File: config.mk
export PLATFORM = sky130hd
export DESIGN_NAME = cscan_disk_request_scheduler
export DESIGN_NICKNAME = d
export VERILOG_FILES = /design/src/rtl/core/cscan_pkg.sv /design/src/rtl/core/cscan_cell.sv /design/src/rtl/core/cscan_disk_request_scheduler.sv
export SDC_FILE = /design/constraint.sdc
export NUM_CORES = 1
export LEC_CHECK = 0
export ABC_AREA = 1
export BUFFER_PORTS_ARGS = -buffer_cell sky130_fd_sc_hd__buf_2
export CAP_MARGIN = 20
export CORE_MARGIN = 2
export CORE_UTILIZATION = 50
export CTS_BUF_LIST = sky130_fd_sc_hd__clkbuf_4
export DETAILED_ROUTE_END_ITERATION = 10
export PLACE_DENSITY_LB_ADDON = 0.05
export SETUP_SLACK_MARGIN = 0.2
export SLEW_MARGIN = 30
export SYNTH_ARGS = -nofsm -noshare
export SYNTH_HDL_FRONTEND = slang
export SYNTH_SLANG_ARGS = --single-unit
File: constraint.sdc
create_clock -name clk -period 4.84 [get_ports clk]
set_input_delay 0.484 -clock clk [delete_from_list [all_inputs] [get_ports clk]]
set_output_delay 0.484 -clock clk [all_outputs]
set_load 0.01 [all_outputs]
File: src/rtl/core/cscan_pkg.sv
// shared types and constants for the c-scan disk request scheduler
package cscan_pkg;

	localparam int TRACK_BITS = 16;
	localparam int TAG_BITS   = 4;

	localparam logic MODE_REQUEST = 1'b0;
	localparam logic MODE_RELEASE = 1'b1;

	typedef struct packed {
		logic                  mode;
		logic [TRACK_BITS-1:0] track;
		logic [TAG_BITS-1:0]   requester;
	} req_t;

	typedef struct packed {
		logic                  grant_valid;
		logic [TAG_BITS-1:0]   grant_requester;
		logic [TRACK_BITS-1:0] grant_track;
		logic                  disk_busy;
		logic                  dropped;
	} rsp_t;

	typedef struct packed {
		logic                  valid;
		logic                  sweep;
		logic [TAG_BITS-1:0]   tag;
		logic [TRACK_BITS-1:0] track;
	} entry_t;

	// broadcast from the controller to every cell of the chain
	typedef struct packed {
		logic   push;
		logic   pop;
		logic   sweep_sel;
		logic   new_rel;
		entry_t new_entry;
	} cell_ctrl_t;

endpackage

File: src/rtl/core/cscan_cell.sv
// one slot of the sorted wait chain
module cscan_cell (
	input  logic                 clk,
	input  logic                 arst_n,
	input  cscan_pkg::cell_ctrl_t ctrl,
	input  cscan_pkg::entry_t    below_entry,
	input  logic                 below_ins,
	input  cscan_pkg::entry_t    above_entry,
	output cscan_pkg::entry_t    entry,
	output logic                 ins
);

	cscan_pkg::entry_t slot_q;
	logic              own_rel;

	// key is (next sweep flag, track); ties keep arrival order
	always_comb begin
		own_rel = slot_q.sweep ^ ctrl.sweep_sel;
		ins = !slot_q.valid ||
			({ctrl.new_rel, ctrl.new_entry.track} < {own_rel, slot_q.track});
	end

	assign entry = slot_q;

	always_ff @(posedge clk or negedge arst_n) begin
		if (!arst_n) begin
			slot_q.valid <= 1'b0;
		end else if (ctrl.push) begin
			if (below_ins) begin
				slot_q <= below_entry;
			end else if (ins) begin
				slot_q <= ctrl.new_entry;
			end
		end else if (ctrl.pop) begin
			slot_q <= above_entry;
		end
	end

endmodule

File: src/rtl/core/cscan_disk_request_scheduler.sv
// top level of the c-scan disk request scheduler
//
// one-way elevator arbiter for a disk head. each transfer on the req channel
// is a request (mode 0, with track and requester tag) or a release (mode 1),
// and produces exactly one transfer on the rsp channel carrying the grant,
// the busy flag after the item and a drop flag for a request lost to a full
// store.
// waiting requests live in a chain of QUEUE_DEPTH cells kept sorted by
// (sweep, track), so the best candidate always sits in cell 0. a request is
// inserted in parallel: every cell compares the new key with its own and
// the cells at and above the insertion point hand their entry upward. a
// release pops cell 0 and every cell takes its upper neighbor's entry.
// latency: the result appears in the cycle after the req transfer.
// one item is in flight at a time and req_stall stays high while a result
// sits in the rsp register.
// a stalled result holds on rsp until rsp_stall drops.
// reset empties the chain, clears the head to track 0, selects sweep 0 and
// leaves the disk idle; no clearing pass is needed.
module cscan_disk_request_scheduler #(
	parameter int QUEUE_DEPTH = 16
) (
	input  logic            clk,
	input  logic            arst_n,
	input  logic            req_valid,
	output logic            req_stall,
	input  cscan_pkg::req_t req,
	output logic            rsp_valid,
	input  logic            rsp_stall,
	output cscan_pkg::rsp_t rsp
);

	// scheduler state
	logic                             held_q;
	logic [cscan_pkg::TRACK_BITS-1:0] head_q;
	logic                             sweep_sel_q;

	// result register
	logic            rsp_valid_q;
	cscan_pkg::rsp_t rsp_q;

	// chain wiring
	cscan_pkg::entry_t    chain_entry [QUEUE_DEPTH];
	logic                 chain_ins   [QUEUE_DEPTH];
	cscan_pkg::cell_ctrl_t ctrl;
	cscan_pkg::entry_t    empty_entry;

	logic            accept;
	logic            full;
	cscan_pkg::entry_t best;
	cscan_pkg::rsp_t rsp_next;

	assign req_stall = rsp_valid_q;
	assign accept    = req_valid && !req_stall;
	assign rsp_valid = rsp_valid_q;
	assign rsp       = rsp_q;

	assign full = chain_entry[QUEUE_DEPTH-1].valid;
	assign best = chain_entry[0];

	always_comb begin
		empty_entry = '0;

		// new entry is tagged for the next sweep when it lies below the head
		ctrl.new_rel            = req.track < head_q;
		ctrl.sweep_sel          = sweep_sel_q;
		ctrl.new_entry.valid    = 1'b1;
		ctrl.new_entry.sweep    = sweep_sel_q ^ ctrl.new_rel;
		ctrl.new_entry.tag      = req.requester;
		ctrl.new_entry.track    = req.track;
		ctrl.push = accept && (req.mode == cscan_pkg::MODE_REQUEST) && held_q && !full;
		ctrl.pop  = accept && (req.mode == cscan_pkg::MODE_RELEASE) && held_q &&
			best.valid;

		rsp_next = '0;
		if (req.mode == cscan_pkg::MODE_REQUEST) begin
			if (!held_q) begin
				// idle disk: grant at once
				rsp_next.grant_valid     = 1'b1;
				rsp_next.grant_requester = req.requester;
				rsp_next.grant_track     = req.track;
				rsp_next.disk_busy       = 1'b1;
			end else begin
				rsp_next.disk_busy = 1'b1;
				rsp_next.dropped   = full;
			end
		end else if (held_q) begin
			if (best.valid) begin
				rsp_next.grant_valid     = 1'b1;
				rsp_next.grant_requester = best.tag;
				rsp_next.grant_track     = best.track;
				rsp_next.disk_busy       = 1'b1;
			end
		end
	end

	genvar gi;
	generate
		for (gi = 0; gi < QUEUE_DEPTH; gi++) begin : g_cell
			cscan_pkg::entry_t below_e;
			cscan_pkg::entry_t above_e;
			logic              below_i;

			if (gi == 0) begin : g_first
				assign below_e = empty_entry;
				assign below_i = 1'b0;
			end else begin : g_mid
				assign below_e = chain_entry[gi-1];
				assign below_i = chain_ins[gi-1];
			end

			if (gi == QUEUE_DEPTH - 1) begin : g_last
				assign above_e = empty_entry;
			end else begin : g_inner
				assign above_e = chain_entry[gi+1];
			end

			cscan_cell u_cell (
				.clk         (clk),
				.arst_n      (arst_n),
				.ctrl        (ctrl),
				.below_entry (below_e),
				.below_ins   (below_i),
				.above_entry (above_e),
				.entry       (chain_entry[gi]),
				.ins         (chain_ins[gi])
			);
		end
	endgenerate

	// head, sweep and busy state
	always_ff @(posedge clk or negedge arst_n) begin
		if (!arst_n) begin
			held_q      <= 1'b0;
			head_q      <= '0;
			sweep_sel_q <= 1'b0;
		end else if (accept) begin
			if (req.mode == cscan_pkg::MODE_REQUEST) begin
				if (!held_q) begin
					held_q <= 1'b1;
					head_q <= req.track;
				end
			end else if (held_q) begin
				if (best.valid) begin
					head_q <= best.track;
					// cell 0 outside the current sweep means the current one is empty
					if (best.sweep != sweep_sel_q) begin
						sweep_sel_q <= ~sweep_sel_q;
					end
				end else begin
					held_q <= 1'b0;
					// both sweeps empty: the swap toggles the select before idling
					sweep_sel_q <= ~sweep_sel_q;
				end
			end
		end
	end

	// result register
	always_ff @(posedge clk or negedge arst_n) begin
		if (!arst_n) begin
			rsp_valid_q <= 1'b0;
		end else if (accept) begin
			rsp_valid_q <= 1'b1;
		end else if (!rsp_stall) begin
			rsp_valid_q <= 1'b0;
		end
	end

	always_ff @(posedge clk) begin
		if (accept) begin
			rsp_q <= rsp_next;
		end
	end

endmodule
==> out/metrics.yaml <==
status: "completed"
initial_utilization_pct: 50.4
ys_seq_area_share_pct: 43.0
finalCriticalPeriod_ps: 4280
htreeDepth: 3
fin_tns_setup_ps: 0
startpoint_type: "register"
drc_errors: 0
io_pins: 50
crit_arrival_ps: 4810
max_freq_mhz: 234
postCtsSetupRepairBufs: 0
placed_area_um2: 28100
die_w_um: 237
rsz0062_at_grt: "no"
yosys_register_bits: 394
area_growth_pct: 9.49
grt.overflow.total: 0
port_buffers: 49
drv_cap: 0
cts_buffer_depth: 3
clkLatencyLatePin_ps: 890
tightest_slew_ps: 1060
vias: 24700
grt_use_total_pct: 33.5
peakVddDrop_mv: 0.186
max_slew_margin_pct: 29.2
rows: 85
core_um2: 53700
cts_sinks: 394
p_leak_uw: 0.0152
worstPathMaxFanout: 28
syn_area_um2: 27100
skew_ps: 42.9
die_area_um2: 56000
p_sw_share_pct: 29.7
vias_per_cell: 5.63
netSwitchingPower_uw: 2500
worstSetupPathType: "register to register"
ctsResizeCount: 0
avgRoutedWirePerCell_um: 21.3
critPathMostFrequentCell: "nand2_2"
postCtsHoldBufs: 3
finalSetupViolCount: 0
drt-total-wl_mm: 93.8
place_ws_ps: 484
syn-num-nets: 3794
required_ps: 5370
max_stage_delay_ps: 360
final_hold_viol_count: 0
synth.avg_cell_area_um2: 7.71
first_pass_iters: 6
detail-route-antenna-nets: 0
grt_pass1_wl_mm: 141
cts_tree: "built"
cp_top_family: "simple AND/OR/NAND/NOR gates"
post-route-period-util_pct: 88.3
pwr-share-clk_pct: 39.1
gp_congestion: 0.914
p_per_area_nw_per_um2: 283
power_frac_seq_pct: 44.7
dpl.hpwl_mm: 66.4
antenna_found_initial: 8
p_int_uw: 5900
worstPathBufferInverterCount: 4
yosysUniqueCellTypes: 35
initialDrtViolationCount: 2691
p_comb_share_pct: 16.2
final_area_um2: 29700
drv_slew: 0
drive_gt1_share_pct: 10.2
mostFrequentLayoutCell: "nand2_1"
hp-class: "input pin to register"
cts_buffers: 109
worst_slack_ps: 564
grt_max_degree: 157
cts-root-buf: "clkbuf_4"
path_cells: "inv_1 -> ha_1 -> nand2_1 -> nor2_1 -> nor3_1 -> nand2_1 -> nand2_2 -> nand2_2 -> inv_1 -> buf_4 -> ha_1 -> a21oi_1 -> o21ai_0 -> nor2_1 -> nand3_1 -> nand2_4 -> nand2_2 -> a21oi_2 -> buf_4"
final_cell_mix: "1371 x nand2_1, 397 x inv_1, 362 x o21ai_0, 359 x edfxtp_1, 255 x ha_1"
die_h_um: 237
cpMaxStageDelayCell: "dfrtp_1"
yosys_warnings: 0
final_nets: 3888
worst_setup_path_end_kind: "register"
post_synth_inst_count: 3514
grt_pass1_vias: 23400
path_clk_slew_ps: 60
synthesized netlist by cell type:
library cell	n	area share (%)
a211o_1	2	0.065
a21o_1	16	0.44
a21oi_1	122	2.3
a21oi_4	2	0.12
buf_1	2	0.028
buf_2	62	1.1
buf_4	9	0.25
buf_6	14	0.58
clkbuf_1	55	0.76
clkbuf_2	5	0.092
clkinv_1	15	0.21
dfrtp_1	35	3.2
edfxtp_1	359	40
ha_1	255	12
inv_1	397	5.5
inv_2	9	0.12
inv_4	3	0.069
nand2_1	1371	19
nand2_2	28	0.65
nand2_4	3	0.12
nand3_1	140	2.6
nand3_2	1	0.037
nand4_1	19	0.44
nor2_1	138	1.9
nor2_2	4	0.092
nor2_4	2	0.083
nor3_1	3	0.055
o211ai_1	2	0.055
o21a_1	1	0.028
o21ai_0	362	6.7
o21ai_1	39	0.72
o21bai_1	2	0.055
o22ai_1	21	0.49
xnor2_1	15	0.49
xor2_1	1	0.032
cell families after synthesis:
| family | Yosys count | share of synthesized area, % |
|---|---|---|
| simple gates | 1709 | 25.0 |
| buf+inv | 571 | 8.76 |
| compound gates | 569 | 10.9 |
| flops | 394 | 43.0 |
| fa+ha+maj | 255 | 11.8 |
| xor+xnor | 16 | 0.517 |
routing by layer:
layer	track usage, %	routed length, um	part of all wire, %
met1	47.6	40500	43
met2	49.6	39400	42
met3	7.18	10000	11
met4	13.8	3770	4.0
met5	0	85	0.091
tightest hold or removal path, stage by stage:
cell	delay [ps]
buf_2	90
nand2_2	120
inv_1	100
nand2_1	60
o21ai_0	70
flip-flops by register name, indices dropped and copies added (netlist names):
register,cells
g_cell.u_cell.entry,352
head_q,16
held_q,1
req_stall,1
rsp,23
sweep_sel_q,1
final timing paths:
path                                        startpoint                           to  slack (ps)  cells after the start
min in group asynchronous                       arst_n   g_cell[4].u_cell.entry[21]         420                      3
max in group asynchronous                       arst_n  g_cell[11].u_cell.entry[21]        3920                      3
max                                          head_q[7]   g_cell[5].u_cell.entry[20]         560                     19
min reg2reg                g_cell[15].u_cell.entry[10]  g_cell[14].u_cell.entry[10]         520                      2
max reg2reg                                  head_q[7]   g_cell[5].u_cell.entry[20]         560                     19
min                                          req_valid                       held_q          90                      5
layout make-up:
class	count	area (um2)
Fill cell	5191	24100
Multi-Input combinational cell	2549	13100
Sequential cell	394	11700
Inverter	424	1600
Clock buffer	173	1300
Timing Repair Buffer	130	911
Tap cell	696	871
Clock inverter	25	185
Antenna cell	3	7.51
power groups by stage:
| stage | sequential, uW | clock, uW | combinational, uW |
|---|---|---|---|
| 2_1_floorplan | 3830 | 0 | 784 |
| 3_3_place_gp | 3830 | 0 | 1300 |
| 3_5_place_dp | 3830 | 0 | 1330 |
| 4_1_cts | 3760 | 3340 | 1340 |
| 5_1_grt | 3760 | 3510 | 1490 |
| 6_report | 3750 | 3280 | 1360 |
per-stage QoR:
step	util [%]	power, uW	cells	hold WS (ps)
finish	55.2	8400	4394	85.2
global route	55.2	8770	4394	77.1
CTS	55.2	8440	4391	13.7
detailed placement	52.4	5160	4190	509
global placement	52.4	5130	4190	498
floorplan	-	4620	3514	188
(Power assumes the default switching activity.)
